File: src/sv/cs_pkg.sv
`timescale 1ns / 1ps
// Package for the comment stripper: character codes, scan modes, result and queue word types.
// No dependencies.
package cs_pkg;

    localparam logic [7:0] CH_QUOTE  = 8'h22;
    localparam logic [7:0] CH_BSLASH = 8'h5C;
    localparam logic [7:0] CH_SLASH  = 8'h2F;
    localparam logic [7:0] CH_STAR   = 8'h2A;
    localparam logic [7:0] CH_NL     = 8'h0A;

    localparam int CS_QUEUE_DEPTH = 4;

    typedef enum logic [2:0] {
        MODE_NORMAL = 3'd0,
        MODE_SLASH  = 3'd1,
        MODE_LINE   = 3'd2,
        MODE_BLOCK  = 3'd3,
        MODE_BSTAR  = 3'd4
    } t_mode;

    typedef struct packed {
        logic       text_done;
        logic       run_last;
        logic       byte_valid;
        logic [7:0] out_byte;
    } t_res;

    // One queue word: the results caused by one input word.
    typedef struct packed {
        logic two;
        t_res res1;
        t_res res0;
    } t_pkt;

    // Outcome of one byte handled as normal code.
    typedef struct packed {
        logic in_string;
        logic to_slash;
        logic keep;
    } t_nb;

    function automatic t_nb nb_step(logic in_string, logic [7:0] last_kept, logic [7:0] b);
        t_nb r;
        logic toggle;
        toggle      = (b == CH_QUOTE) && (last_kept != CH_BSLASH);
        r.in_string = in_string;
        r.to_slash  = 1'b0;
        r.keep      = 1'b1;
        if (in_string) begin
            if (toggle) r.in_string = 1'b0;
        end else if (b == CH_SLASH) begin
            r.to_slash = 1'b1;
            r.keep     = 1'b0;
        end else if (toggle) begin
            r.in_string = 1'b1;
        end
        return r;
    endfunction

endpackage

File: src/sv/cs_front.sv
`timescale 1ns / 1ps
// Front end of the comment stripper: scan state, classifies each input word into 0..2 results.
// Depends on cs_pkg.
module cs_front
    import cs_pkg::*;
(
    input  logic       i_clk,
    input  logic       i_rst_n,
    input  logic       i_accept,
    input  logic [7:0] i_byte,
    input  logic       i_end,
    output logic       o_push,
    output t_pkt       o_pkt
);

    t_mode      r_mode, n_mode;
    logic       r_in_string, n_in_string;
    logic [7:0] r_last_kept, n_last_kept;

    always_ff @(posedge i_clk) begin
        if (!i_rst_n) begin
            r_mode      <= MODE_NORMAL;
            r_in_string <= 1'b0;
            r_last_kept <= 8'd0;
        end else if (i_accept) begin
            r_mode      <= n_mode;
            r_in_string <= n_in_string;
            r_last_kept <= n_last_kept;
        end
    end

    always_comb begin
        t_mode      mode;
        logic       instr;
        logic [7:0] lk;
        logic [7:0] kb0;
        logic [7:0] kb1;
        logic [1:0] cnt;
        t_nb        nb;
        logic       pre;

        mode  = r_mode;
        instr = r_in_string;
        lk    = r_last_kept;
        kb0   = 8'd0;
        kb1   = 8'd0;
        cnt   = 2'd0;
        pre   = 1'b0;
        nb    = nb_step(instr, lk, i_byte);

        unique case (r_mode)
            MODE_SLASH: begin
                if (i_byte == CH_SLASH) begin
                    mode = MODE_LINE;
                end else if (i_byte == CH_STAR) begin
                    mode = MODE_BLOCK;
                end else begin
                    // release the held slash ahead of this byte
                    pre  = 1'b1;
                    kb0  = CH_SLASH;
                    cnt  = 2'd1;
                    nb   = nb_step(instr, CH_SLASH, i_byte);
                    lk   = CH_SLASH;
                    mode = nb.to_slash ? MODE_SLASH : MODE_NORMAL;
                    instr = nb.in_string;
                    if (nb.keep) begin
                        kb1 = i_byte;
                        cnt = 2'd2;
                        lk  = i_byte;
                    end
                end
            end
            MODE_LINE: begin
                if (i_byte == CH_NL) begin
                    mode  = nb.to_slash ? MODE_SLASH : MODE_NORMAL;
                    instr = nb.in_string;
                    if (nb.keep) begin
                        kb0 = i_byte;
                        cnt = 2'd1;
                        lk  = i_byte;
                    end
                end
            end
            MODE_BLOCK: begin
                if (i_byte == CH_STAR) mode = MODE_BSTAR;
            end
            MODE_BSTAR: begin
                if (i_byte == CH_SLASH) mode = MODE_NORMAL;
                else if (i_byte != CH_STAR) mode = MODE_BLOCK;
            end
            default: begin
                mode  = nb.to_slash ? MODE_SLASH : MODE_NORMAL;
                instr = nb.in_string;
                if (nb.keep) begin
                    kb0 = i_byte;
                    cnt = 2'd1;
                    lk  = i_byte;
                end
            end
        endcase

        // flush a slash still held at end of text
        if (i_end && mode == MODE_SLASH) begin
            if (cnt == 2'd0) kb0 = CH_SLASH;
            else kb1 = CH_SLASH;
            cnt = cnt + 2'd1;
            lk  = CH_SLASH;
        end

        if (i_end) begin
            n_mode      = MODE_NORMAL;
            n_in_string = 1'b0;
            n_last_kept = 8'd0;
        end else begin
            n_mode      = mode;
            n_in_string = instr;
            n_last_kept = lk;
        end

        o_pkt.two             = (cnt == 2'd2);
        o_pkt.res0.out_byte   = kb0;
        o_pkt.res0.byte_valid = (cnt != 2'd0);
        o_pkt.res0.run_last   = (cnt != 2'd2);
        o_pkt.res0.text_done  = i_end && (cnt != 2'd2);
        o_pkt.res1.out_byte   = kb1;
        o_pkt.res1.byte_valid = 1'b1 | pre;
        o_pkt.res1.run_last   = 1'b1;
        o_pkt.res1.text_done  = i_end;
        o_push                = i_accept && ((cnt != 2'd0) || i_end);
    end

endmodule

File: src/sv/cs_queue.sv
`timescale 1ns / 1ps
// Short queue of result words between the front and back of the comment stripper.
// Depends on cs_pkg.
module cs_queue
    import cs_pkg::*;
#(
    parameter int DEPTH = CS_QUEUE_DEPTH
) (
    input  logic i_clk,
    input  logic i_rst_n,
    input  logic i_push,
    input  t_pkt i_pkt,
    input  logic i_pop,
    output t_pkt o_pkt,
    output logic o_empty,
    output logic o_full
);

    localparam int PW = (DEPTH > 1) ? $clog2(DEPTH) : 1;
    localparam int CW = $clog2(DEPTH + 1);

    t_pkt          r_mem [DEPTH];
    logic [PW-1:0] r_wr, r_rd;
    logic [CW-1:0] r_cnt;
    logic          do_push, do_pop;

    assign o_empty = (r_cnt == CW'(0));
    assign o_full  = (r_cnt == CW'(DEPTH));
    assign do_push = i_push && !o_full;
    assign do_pop  = i_pop && !o_empty;
    assign o_pkt   = r_mem[r_rd];

    function automatic logic [PW-1:0] wrap_inc(logic [PW-1:0] p);
        return (p == PW'(DEPTH - 1)) ? PW'(0) : p + PW'(1);
    endfunction

    always_ff @(posedge i_clk) begin
        if (do_push) r_mem[r_wr] <= i_pkt;
    end

    always_ff @(posedge i_clk) begin
        if (!i_rst_n) begin
            r_wr  <= '0;
            r_rd  <= '0;
            r_cnt <= '0;
        end else begin
            if (do_push) r_wr <= wrap_inc(r_wr);
            if (do_pop) r_rd <= wrap_inc(r_rd);
            if (do_push && !do_pop) r_cnt <= r_cnt + CW'(1);
            else if (do_pop && !do_push) r_cnt <= r_cnt - CW'(1);
        end
    end

endmodule

File: src/sv/cs_back.sv
`timescale 1ns / 1ps
// Back end of the comment stripper: unpacks queue words into single results on an output register.
// Depends on cs_pkg.
module cs_back
    import cs_pkg::*;
(
    input  logic       i_clk,
    input  logic       i_rst_n,
    input  t_pkt       i_pkt,
    input  logic       i_empty,
    output logic       o_pop,
    output logic       o_valid,
    input  logic       i_ready,
    output t_res       o_res
);

    logic r_valid;
    logic r_sel;
    t_res r_res;
    logic load;
    logic last_of_pkt;

    assign load        = (!r_valid || i_ready) && !i_empty;
    assign last_of_pkt = r_sel || !i_pkt.two;
    assign o_pop       = load && last_of_pkt;
    assign o_valid     = r_valid;
    assign o_res       = r_res;

    always_ff @(posedge i_clk) begin
        if (!i_rst_n) begin
            r_valid <= 1'b0;
            r_sel   <= 1'b0;
        end else begin
            if (load) begin
                r_valid <= 1'b1;
                r_sel   <= !last_of_pkt;
            end else if (i_ready) begin
                r_valid <= 1'b0;
            end
        end
    end

    always_ff @(posedge i_clk) begin
        if (load) r_res <= r_sel ? i_pkt.res1 : i_pkt.res0;
    end

endmodule

File: src/sv/comment_stripper.sv
`timescale 1ns / 1ps
// Top level of the comment stripper: front end, result queue and back end.
// Depends on cs_pkg, cs_front, cs_queue, cs_back.
//
// Usage:
//   Feed source text on the slave stream, one byte per word, with tlast on the final
//   byte of the text. Line comments and block comments outside double-quoted strings
//   are dropped; every kept byte comes out on the master stream, one word each.
//   tuser on the output carries byte_valid (bit 0) and text_done (bit 1); tlast marks
//   the last result caused by one input word. A text whose final byte keeps nothing
//   ends with a bare end marker (byte_valid 0, data 0, tlast 1, text_done 1).
//   A result passes through the queue and then the output register.
//   Throughput: one input word per cycle while the queue has room; one output word
//   per cycle while the receiver is ready. An input word that releases a held slash
//   yields two results, which the queue absorbs.
//   When the receiver stalls, the output register holds its word, the queue fills
//   and s_axis_tready falls once it is full; nothing is lost.
//   Reset (synchronous, active low) returns the scan state to normal code outside a
//   string and empties the queue and the output register.
module comment_stripper
    import cs_pkg::*;
#(
    parameter int QUEUE_DEPTH = CS_QUEUE_DEPTH
) (
    input  logic       i_clk,
    input  logic       i_rst_n,
    input  logic       s_axis_tvalid,
    output logic       s_axis_tready,
    input  logic [7:0] s_axis_tdata,   // [7:0] text_byte
    input  logic       s_axis_tlast,   // text_end
    output logic       m_axis_tvalid,
    input  logic       m_axis_tready,
    output logic [7:0] m_axis_tdata,   // [7:0] out_byte
    output logic [1:0] m_axis_tuser,   // [0] byte_valid, [1] text_done
    output logic       m_axis_tlast    // run_last
);

    logic accept;
    logic push;
    logic pop;
    logic q_empty;
    logic q_full;
    t_pkt f_pkt;
    t_pkt q_pkt;
    t_res res;

    // take a word whenever the queue has room
    assign s_axis_tready = !q_full;
    assign accept        = s_axis_tvalid && s_axis_tready;

    cs_front u_front (
        .i_clk    (i_clk),
        .i_rst_n  (i_rst_n),
        .i_accept (accept),
        .i_byte   (s_axis_tdata),
        .i_end    (s_axis_tlast),
        .o_push   (push),
        .o_pkt    (f_pkt)
    );

    cs_queue #(
        .DEPTH (QUEUE_DEPTH)
    ) u_queue (
        .i_clk   (i_clk),
        .i_rst_n (i_rst_n),
        .i_push  (push),
        .i_pkt   (f_pkt),
        .i_pop   (pop),
        .o_pkt   (q_pkt),
        .o_empty (q_empty),
        .o_full  (q_full)
    );

    cs_back u_back (
        .i_clk   (i_clk),
        .i_rst_n (i_rst_n),
        .i_pkt   (q_pkt),
        .i_empty (q_empty),
        .o_pop   (pop),
        .o_valid (m_axis_tvalid),
        .i_ready (m_axis_tready),
        .o_res   (res)
    );

    assign m_axis_tdata = res.out_byte;
    assign m_axis_tuser = {res.text_done, res.byte_valid};
    assign m_axis_tlast = res.run_last;

endmodule
File: config.mk
export PLATFORM = sky130hd
export DESIGN_NAME = comment_stripper
export DESIGN_NICKNAME = d
export VERILOG_FILES = /design/src/sv/cs_pkg.sv /design/src/sv/cs_front.sv /design/src/sv/cs_queue.sv /design/src/sv/cs_back.sv /design/src/sv/comment_stripper.sv
export SDC_FILE = /design/constraint.sdc
export NUM_CORES = 1
export LEC_CHECK = 0
export BUFFER_PORTS_ARGS = -buffer_cell sky130_fd_sc_hd__clkbuf_2
export CAP_MARGIN = 20
export CORE_ASPECT_RATIO = 1.5
export CORE_MARGIN = 3
export CORE_UTILIZATION = 30
export DETAILED_ROUTE_END_ITERATION = 10
export GPL_TIMING_DRIVEN = 0
export PLACE_DENSITY = 0.56
export SETUP_SLACK_MARGIN = 0.2
export SYNTH_ARGS = -nofsm -noshare
export SYNTH_HDL_FRONTEND = slang
export SYNTH_SLANG_ARGS = --single-unit
File: constraint.sdc
create_clock -name i_clk -period 3.8 [get_ports i_clk]
set_input_delay 0 -clock i_clk [delete_from_list [all_inputs] [get_ports i_clk]]
set_output_delay 0 -clock i_clk [all_outputs]
set_load 0.01 [all_outputs]
# --- Yosys cells after proc, flatten, opt, wreduce, memory -nomap -nowiden ---
# Memory sizes are Yosys's and may differ from the RTL's. A register that Yosys moved wholly into a read port is not among the register bits.
# Cells that the tools add are included.
# Widths: inputs -> output; s select.
word_totals:
  register_bits: 32
  latchBits: 0
  mem_bits_rw: 84
  mem_bits_ro: 0
  inputBits: 13
  output_inout_bits: 13
  elab_cells: 137
  memories: 1
op_classes:
  n_addsub: 5
  mul: 0
  n_div: 0
  order_cmp: 0
  n_eq_ne: 24
  n_shift: 0
  muxes: 66
  bitwise: 0
  reduce_logical: 29
memory_table:
  columns: ["name", "depth", "width", "read_ports", "rd_ports_with_merged_regs", "wr", "line_no", "text"]
  rows:
  - ["u_queue.r_mem", 4, 21, 1, 1, 1, "cs_queue.sv:22", "t_pkt r_mem [DEPTH];"]
op_table:
  columns: ["operator", "count"]
  rows:
  - ["$mux 8", 18]
  - ["$pmux 8 s3", 2]
  - ["$mux 2", 14]
  - ["$mux 3", 9]
  - ["$eq 8x6->1 const B", 3]
  - ["$mux 1", 18]
  - ["$pmux 3 s4", 1]
  - ["$logic_and 1x1->1", 11]
  - ["$mux 11", 1]
  - ["$reduce_and 5->1", 2]
  - ["$eq 8x4->1 const B", 1]
  - ["$ne 4x4->1 const B", 2]
  - ["$ne 8x6->1 const B", 1]
  - ["$ne 8x7->1 const B", 1]
  - ["$logic_not 1->1", 7]
  - ["$add 2x1->2 const B", 3]
  - ["$eq 2x2->1 const B", 3]
  - ["$eq 3x1->1 const B", 2]
  - ["$eq 3x2->1 const B", 2]
  - ["$eq 3x3->1 const B", 2]
  - ["$mux 6", 1]
  - ["$ne 3x3->1 const B", 2]
  - ["$pmux 2 s3", 1]
  - ["$reduce_bool 2->1", 3]
  - ["12 further kinds", 14]

# --- Longest topological paths before layout ---
# Gate-level depths: netlist of the first run.
logic_depth:
  ltp_word: 19
  ltp_mapped: 14
  ltp_nobuf: 10

# --- Cells and area by module ---
# Synthesis of the first run repeated with hierarchy kept, for this count alone.
unflattened:
  hier_cells: 331
  hier_area_um2: 5383.9
by_module_without_submodules:
  columns: ["module", "instances", "cells_per_inst", "area_each_um2", "seq_area_each_um2"]
  rows:
  - ["cs_queue", 1, 171, 3827.4, 2942.8]
  - ["cs_front", 1, 124, 947.2, 240.2]
  - ["cs_back", 1, 34, 599.3, 370.4]
  - ["comment_stripper", 1, 2, 10.0, 0.0]

# --- Least setup slack after synthesis of the first run ---
# No wires, ideal clock.
synth_timing:
  path_kind: "reg-to-reg"
  startpoint: "register u_front.r_mode[0]"
  endpoint: "register u_queue.r_cnt[2]"
  setup_ns: 0.076
  t_arrival_ns: 3.115
  t_required_ns: 3.724
  setup_slack_ns: 0.610
  path_stages_with_launch: 15
  n_path_buf: 4
  period_less_slack_ns: 3.190
  path_cell_list: "dfxtp_1 clkbuf_1 nor2b_1 and2_1 o31a_1 clkbuf_1 o311a_1 buf_6 buf_8 ha_1 inv_1 fa_1 xor2_1 or3_1 a21boi_0"
synth_between:
  elab_chain_cells: 13
  word_cells_on_any_way: 24
  cone_classes: "1 x add/sub; 5 x eq/ne; 8 x mux; 10 x reduce/logical"
synth_lines:
  columns: ["item", "line_no", "text"]
  rows:
  - ["from (decl)", "cs_front.sv:16", "t_mode r_mode, n_mode;"]
  - ["from (signal assigned)", "cs_front.sv:26", "r_mode <= n_mode;"]
  - ["parallel branches: the longest is 5 deep, another holds $add 2x1->2", null, null]
  - ["$mux 2 *", "cs_front.sv:103", "if (i_end && mode == MODE_SLASH) begin"]
  - ["$reduce_bool 2->1 *", "cs_front.sv:129", "o_push = i_accept && ((cnt != 2'd0) || i_end);"]
  - ["$logic_or 1x1->1 *", "cs_front.sv:129", null]
  - ["$logic_and 1x1->1 *", "cs_front.sv:129", null]
  - ["$logic_and 1x1->1 *", "cs_queue.sv:29", "assign do_push = i_push && !o_full;"]
  - ["named net u_queue.do_push", "cs_queue.sv:25", "logic do_push, do_pop;"]
  - ["$logic_not 1->1", "cs_queue.sv:50", "else if (do_pop && !do_push) r_cnt <= r_cnt - CW'(1);"]
  - ["$logic_and 1x1->1", "cs_queue.sv:50", null]
  - ["$reduce_bool 2->1 (no line)", null, null]
  - ["to (signal assigned)", "cs_queue.sv:49", "if (do_push && !do_pop) r_cnt <= r_cnt + CW'(1);"]
  - ["to (signal assigned)", "cs_queue.sv:50", null]
  - ["to (decl)", "cs_queue.sv:24", "logic [CW-1:0] r_cnt;"]
# Mark *: on every way through the listed nets, which the timed path passes.
# A chain may end at the register's enable or synchronous reset.

# --- Worst setup path in the final report of the first run ---
layout_timing:
  startpoint: "input port s_axis_tdata[4]"
  endpoint: "register u_queue.r_cnt[2]"
layout_between:
  elab_chain_cells: 16
  word_cells_on_any_way: 32
  cone_classes: "1 x add/sub; 5 x eq/ne; 17 x mux; 9 x reduce/logical"
layout_lines:
  columns: ["item", "line_no", "text"]
  rows:
  - ["from (decl)", "comment_stripper.sv:29", "input logic [7:0] s_axis_tdata,"]
  - ["parallel branches: the longest is 8 deep, another holds $add 2x1->2", null, null]
  - ["$mux 2 *", "cs_front.sv:103", null]
  - ["$reduce_bool 2->1 *", "cs_front.sv:129", null]
  - ["$logic_or 1x1->1 *", "cs_front.sv:129", null]
  - ["$logic_and 1x1->1 *", "cs_front.sv:129", null]
  - ["$logic_and 1x1->1 *", "cs_queue.sv:29", null]
  - ["named net u_queue.do_push", "cs_queue.sv:25", null]
  - ["$logic_not 1->1", "cs_queue.sv:50", null]
  - ["$logic_and 1x1->1", "cs_queue.sv:50", null]
  - ["$reduce_bool 2->1 (no line)", null, null]
# Marked as above.

==> results of run 1 <==
routing by layer:
layer  global-route usage  wire, um  up-vias  share of wire
met2                0.211      5570       82           0.53
met1                0.135      4270     1496           0.41
met5                    0         0        -              0
li1                     -         -     1433              -
met3               0.0361       454       15          0.043
met4               0.0459       242        0          0.023
sequential cells by signal (all words and copies together) (netlist names), named ones only:
register             count
u_front.r_in_string      1
u_back.r_sel             1
u_queue.r_mem           84
u_queue.r_rd             2
u_queue.r_cnt            3
u_front.r_last_kept      8
u_queue.r_wr             2
u_back.o_valid           1
u_back.o_res            11
u_front.r_mode           3
critical path, delay by kind of cell:
| family | cells | cell delay, ps |
|---|---|---|
| AND/OR/NAND/NOR | 4 | 1400 |
| buffers and inverters | 7 | 1400 |
| AO/OA/AOI/OAI | 2 | 500 |
| adder cells (fa/ha/maj) | 2 | 380 |
| XOR/XNOR | 1 | 70 |
metrics by stage:
step | instances | power [W] | setup WS (ps) | hold WS (ps) | cell area (um^2)
finish | 624 | 0.00416 | 356 | 63.7 | 6240
global route | 624 | 0.00438 | 205 | 71.9 | 6240
CTS | 623 | 0.00421 | 273 | 48.7 | 6210
detailed placement | 582 | 0.00262 | 102 | 308 | 5540
global placement | 578 | 0.00258 | 118 | 294 | 5460
floorplan | 349 | 0.00232 | 610 | 98.9 | 5090
final cells by class:
type / count / area, um^2
inverters: 12 / 45.0
well taps: 206 / 258
fillers: 1554 / 10200
repair buffers: 37 / 293
flip-flops and latches: 118 / 3310
clock buffers: 22 / 454
multi-input cells: 198 / 1640
plain buffers: 21 / 108
clock inverters: 10 / 130
layout by cell type (no fill, tap or decap), types with 3 or more instances in the layout:
cell,Yosys,layout
edfxtp_1,95,95
nand2_1,48,48
clkbuf_2,0,24
dfxtp_1,23,23
mux4_2,21,21
clkbuf_1,15,18
clkbuf_16,0,17
nand3_1,13,13
mux2i_1,13,13
inv_1,11,11
and2_1,11,11
dlygate4sd3_1,0,9
a21o_1,8,8
nor2_1,7,7
ha_1,7,7
o21ai_0,6,6
buf_8,1,5
a21boi_0,4,4
nor2b_1,5,4
nand2b_1,4,4
clkinv_2,0,4
and3_1,3,3
nor4b_1,3,3
bufinv_16,0,3
worst paths after layout:
kind,startpoint,to,slack (ps),cells past startpoint
worst max-delay path,s_axis_tdata[4],u_queue.r_cnt[2]$_SDFFE_PN0P_,360,16
worst min-delay path,i_rst_n,u_front.r_in_string$_SDFFE_PN0P_,60,4
worst max register to register,u_front.r_mode[0]$_SDFFE_PN0P_,u_queue.r_cnt[2]$_SDFFE_PN0P_,440,14
worst min register to register,u_front.r_last_kept[4]$_SDFFE_PN0P_,u_front.r_last_kept[4]$_SDFFE_PN0P_,460,2
cells by family (layout without fill, tap and decap cells):
group,after synthesis,count (layout),share of synthesized area
buffers and inverters,33,102,0.0297
multiplexers,34,34,0.118
flip-flops,118,118,0.651
XOR/XNOR,3,3,0.00516
AND/OR/NAND/NOR,114,114,0.117
adder cells (fa/ha/maj),8,8,0.0211
AO/OA/AOI/OAI,39,39,0.0578
power by group through the flow:
stage	clock network, W	registers [W]	logic, W
2_1_floorplan	0	0.00173	0.000594
3_3_place_gp	0	0.00171	0.000870
3_5_place_dp	0	0.00171	0.000908
4_1_cts	0.00161	0.00169	0.000919
5_1_grt	0.00166	0.00170	0.00102
6_report	0.00157	0.00168	0.000902
timing repair:
action                                  4_1_cts  5_1_grt
endpoints found under the setup margin        1        1
hold endpoints to repair                     11        0
hold buffers                                  9        0
resized for setup                             1        2
==> impl_metrics.yaml, run 1 <==
power_and_ir_drop:
  pwr-share-comb: 0.217
  swShare: 0.260
  p_clk_frac: 0.378
  switchingPower_w: 0.00108
  ir_drop_uv: 347
  p_leak_nw: 2.24
  p_int_w: 0.00308
  pwr-share-seq: 0.405
  powerDensity_mw_per_mm2: 667
synth:
  synth.distinct_cells: 57
  ys_warn_count: 0
  synth_commonest_cells: "edfxtp_1 (95), nand2_1 (48), dfxtp_1 (23), mux4_2 (21), clkbuf_1 (15)"
  syn_inst: 349
  yosys-top-cells-area: "edfxtp_1 (56%), mux4_2 (9.3%), dfxtp_1 (9.0%)"
  syn_area_mm2: 0.00509
  synth_edf_count: 95
  synth-seq-cells: 118
  avgSynthCellArea_um2: 14.6
  synth_most_common_cell: "edfxtp_1"
  synth_top_area_share: 0.560
  synth_fp_nets: 370
  synth_ff_type: "edfxtp_1"
  yosysTopAreaCell: "edfxtp_1"
  ys_seq_area_frac: 0.651
  synthArstFlopShare: 0
floorplan:
  die_area_mm2: 0.0186
  num_rows: 57
  core_mm2: 0.0164
  io_pins: 26
  start_util: 0.310
  dieWidth_um: 112
  dieHeight_um: 166
global_routing:
  grtUsageTotal: 0.119
  grt_start_max_net_pins: 17
  antenna_found_initial: 0
  grt_pass1_wl_um: 16900
  grt_pass1_vias: 3141
  grt_overflow: 0
critical_path:
  path_cells: "dlygate4sd3_1 -> clkbuf_2 -> or4b_1 -> buf_2 -> or3_4 -> and3_4 -> buf_6 -> o311a_1 -> buf_6 -> buf_8 -> ha_1 -> inv_1 -> fa_1 -> xor2_1 -> or3_1 -> a21boi_0"
  cpMaxStageDelayCell: "dlygate4sd3_1"
  crit_path_start_kind: "primary input"
  cp-end-kind: "register"
  criticalPathCategory: "primary input to register"
  arrival_ps: 3770
  cpMostUsedCell: "buf_6"
  crit_required_ps: 4130
  critPathMaxStageDelay_ps: 540
  worst-path-max-fanout: 10
detailed_routing:
  wl_per_cell_um: 16.9
  drtIter0Drc: 150
  drt-total-wl_um: 10500
  first_pass_iters: 4
  postRouteAntennaNets: 0
  routed_via_density: 4.85
  via_count: 3026
  drc_errors: 0
final_layout:
  areaGrowthSynthToFinish_pct: 22.5
  drive_above_1_share: 0.220
  diodes: 0
  fin_nets: 426
  fin_util: 0.380
placed_design:
  io_buffer_count: 23
  gp_congestion: 0.801
  dp_hpwl_um: 7200
cts:
  h-tree-depth: 4
  cts_buffers: 17
  post_cts_buffers: 0
  clk_latency_ps: 410
  clock_path_buffers: 2
  cts_tree: "done"
  clkSinkCount: 118
  ctsRootBufferMaster: "clkbuf_16"
  clk_pin_slew_worst_paths_ps: 50
timing:
  finalHoldViolCount: 0
  relSlewSlack: 0.380
  setup-violations-final: 0
  fmaxAchievable_ghz: 0.290
  setup_tns_ps: 0
  drv_slew: 0
  period_needed_ps: 3440
  finalClockSkew_ps: 14.5
  rsz0062_at_grt: "false"
  min_period_over_period: 0.906
  worstMarginPinSlew_ps: 930
min_path:
  hold_path_class: "primary input to register"
run_status:
  status: "finished, final reports clean"
run:
  timing.max_cap.violations: 0
No activity file was read; power rests on OpenSTA's default activity.
==> run 2, diff against run 1 <==
--- a/config.mk
+++ b/config.mk
@@ -12,7 +12,7 @@
 export CORE_UTILIZATION = 30
 export DETAILED_ROUTE_END_ITERATION = 10
 export GPL_TIMING_DRIVEN = 0
-export PLACE_DENSITY = 0.56
+export PLACE_DENSITY = 0.51
 export SETUP_SLACK_MARGIN = 0.2
 export SYNTH_ARGS = -nofsm -noshare
 export SYNTH_HDL_FRONTEND = slang
==> run 2 against run 1 <==
Against the previous run:
- die area did not move
- clock skew decreased by 6.6 ps
- register-to-register slack gained 100 ps
- cell count down 0.16%
- cell area decreased by 0.12%
- first-iteration DRC count is 32% lower
- sequential cell count unchanged
- largest cell class unchanged
- largest power group unchanged
==> impl_metrics.yaml, run 2 (same netlist as run 1, synthesis figures left out) <==
critical_path:
  crit_required_ps: 4130
  cpMostUsedCell: "buf_6"
  cp-end-kind: "register"
  worst-path-max-fanout: 10
  critPathBufInv: 7
  path_cells: "dlygate4sd3_1 -> clkbuf_2 -> or4b_1 -> buf_2 -> or3_4 -> and3_4 -> buf_6 -> o311a_1 -> buf_6 -> buf_8 -> ha_1 -> inv_1 -> fa_1 -> xor2_1 -> or3_1 -> a21boi_1"
  crit_path_start_kind: "primary input"
  criticalPathCategory: "primary input to register"
  cpMaxStageDelayCell: "dlygate4sd3_1"
  critPathTopFamily: "simple AND/OR/NAND/NOR gates"
  critPathMaxStageDelay_ps: 530
  arrival_ps: 3760
final_layout:
  n_fill_cell: 1569
  register_area_mm2: 0.00331
  final_common_cell: "edfxtp_1"
  drive_above_1_share: 0.216
  areaGrowthSynthToFinish_pct: 22.4
  diodes: 0
  layout_common_cells: "edfxtp_1 (95), nand2_1 (48), clkbuf_2 (25)"
  fin_nets: 425
  multi_input_area_mm2: 0.00164
  fin_area_mm2: 0.00623
  largest_reg_flops: 84
  regMostFlops: "u_queue.r_mem"
power_and_ir_drop:
  powerDensity_mw_per_mm2: 667
  ir_drop_uv: 317
  p_leak_nw: 2.23
cts:
  cts_tree: "done"
  h-tree-depth: 4
  ctsRootBufferMaster: "clkbuf_16"
  clk_pin_slew_worst_paths_ps: 50
  cts_buffers: 17
  clk_latency_ps: 400
  clkSinkCount: 118
  clock_path_buffers: 2
floorplan:
  die_area_mm2: 0.0186
  dieHeight_um: 166
  core_mm2: 0.0164
  start_util: 0.310
  dieWidth_um: 112
  io_pins: 26
  num_rows: 57
placed_design:
  gp_congestion: 0.761
  io_buffer_count: 23
  placed_cell_area_mm2: 0.00554
  dp_hpwl_um: 7280
global_routing:
  grt_pass1_wl_um: 17100
  grt_overflow: 0
  grt_start_max_net_pins: 17
  grtUsageTotal: 0.122
  antenna_found_initial: 0
  grt_pass1_vias: 3122
timing:
  worstMarginPinSlew_ps: 971
  period_needed_ps: 3430
  timing.hold.ws_ps: 25.3
  finalHoldViolCount: 0
  drv_slew: 0
  relSlewSlack: 0.353
  finalClockSkew_ps: 7.90
  fmaxAchievable_ghz: 0.292
  setup-violations-final: 0
  rsz0062_at_grt: "false"
  min_period_over_period: 0.902
detailed_routing:
  wl_per_cell_um: 17.0
  routed_via_density: 4.77
  drc_errors: 0
  first_pass_iters: 4
  postRouteAntennaNets: 0
  drtIter0Drc: 102
  drt-total-wl_um: 10600
  via_count: 2974
min_path:
  hold_path_class: "primary input to register"
run:
  timing.max_cap.violations: 0
run_status:
  status: "finished, final reports clean"
-- run 2: changes by cell type in the layout (fill, tap and decap cells not counted) --
cell and change:
clkinv_2 -3, buf_8 -1, clkbuf_1 -3, a21boi_1 +1, clkinv_1 +4, clkbuf_8 +1
clkbuf_2 +1, a21boi_0 -1
-- run 2: area by class of cell --
class,count,share of cell area
plain buffers,21,0.0175
clock buffers,21,0.0739
clock inverters,11,0.0209
inverters,12,0.00723
multi-input cells,198,0.263
flip-flops and latches,118,0.532
well taps,206,0.0414
repair buffers,36,0.0446
-- run 2: report_power, final --
group / total, W / switching (W) / internal (W)
combinational: 0.000883 / 0.000480 / 0.000403
sequential: 0.00168 / 0.0000637 / 0.00162
clock: 0.00159 / 0.000538 / 0.00105
-- run 2: per-layer routing --
| metal | GRT usage | up-vias | share of wire |
|---|---|---|---|
| met1 | 0.140 | 1488 | 0.42 |
| met2 | 0.216 | 42 | 0.53 |
| met3 | 0.0306 | 15 | 0.027 |
| met4 | 0.0503 | 0 | 0.017 |
| li1 | - | 1429 | - |
| met5 | 0 | - | 0 |
-- run 2: timing repair --
| item | 4_1_cts | 5_1_grt |
|---|---|---|
| hold endpoints to repair | 11 | 0 |
| setup buffers | 0 | 0 |
| hold buffers | 9 | 0 |
| setup endpoints to repair | 1 | 1 |
| resized for setup | 2 | 4 |
-- run 2: path summary, 6_finish.rpt --
check / end / slack (ps) / cells after the start / from
worst min-delay path: u_front.r_mode[0]$_SDFFE_PN0P_ / 30 / 2 / i_rst_n
worst min register to register: u_front.r_last_kept[6]$_SDFFE_PN0P_ / 460 / 2 / u_front.r_last_kept[6]$_SDFFE_PN0P_
worst max register to register: u_queue.r_cnt[2]$_SDFFE_PN0P_ / 540 / 14 / u_front.r_mode[0]$_SDFFE_PN0P_
worst max-delay path: u_queue.r_cnt[2]$_SDFFE_PN0P_ / 370 / 16 / s_axis_tdata[4]
-- run 2: metrics by stage --
step	setup TNS (ps)	std cells	total power, W	utilization	worst slack (ps)
floorplan	0	349	0.00232	-	610
global placement	0	578	0.00258	0.333	64.3
detailed placement	-15.6	582	0.00262	0.338	-15.6
CTS	0	623	0.00422	0.379	269
global route	0	623	0.00436	0.380	223
finish	0	623	0.00415	0.380	373
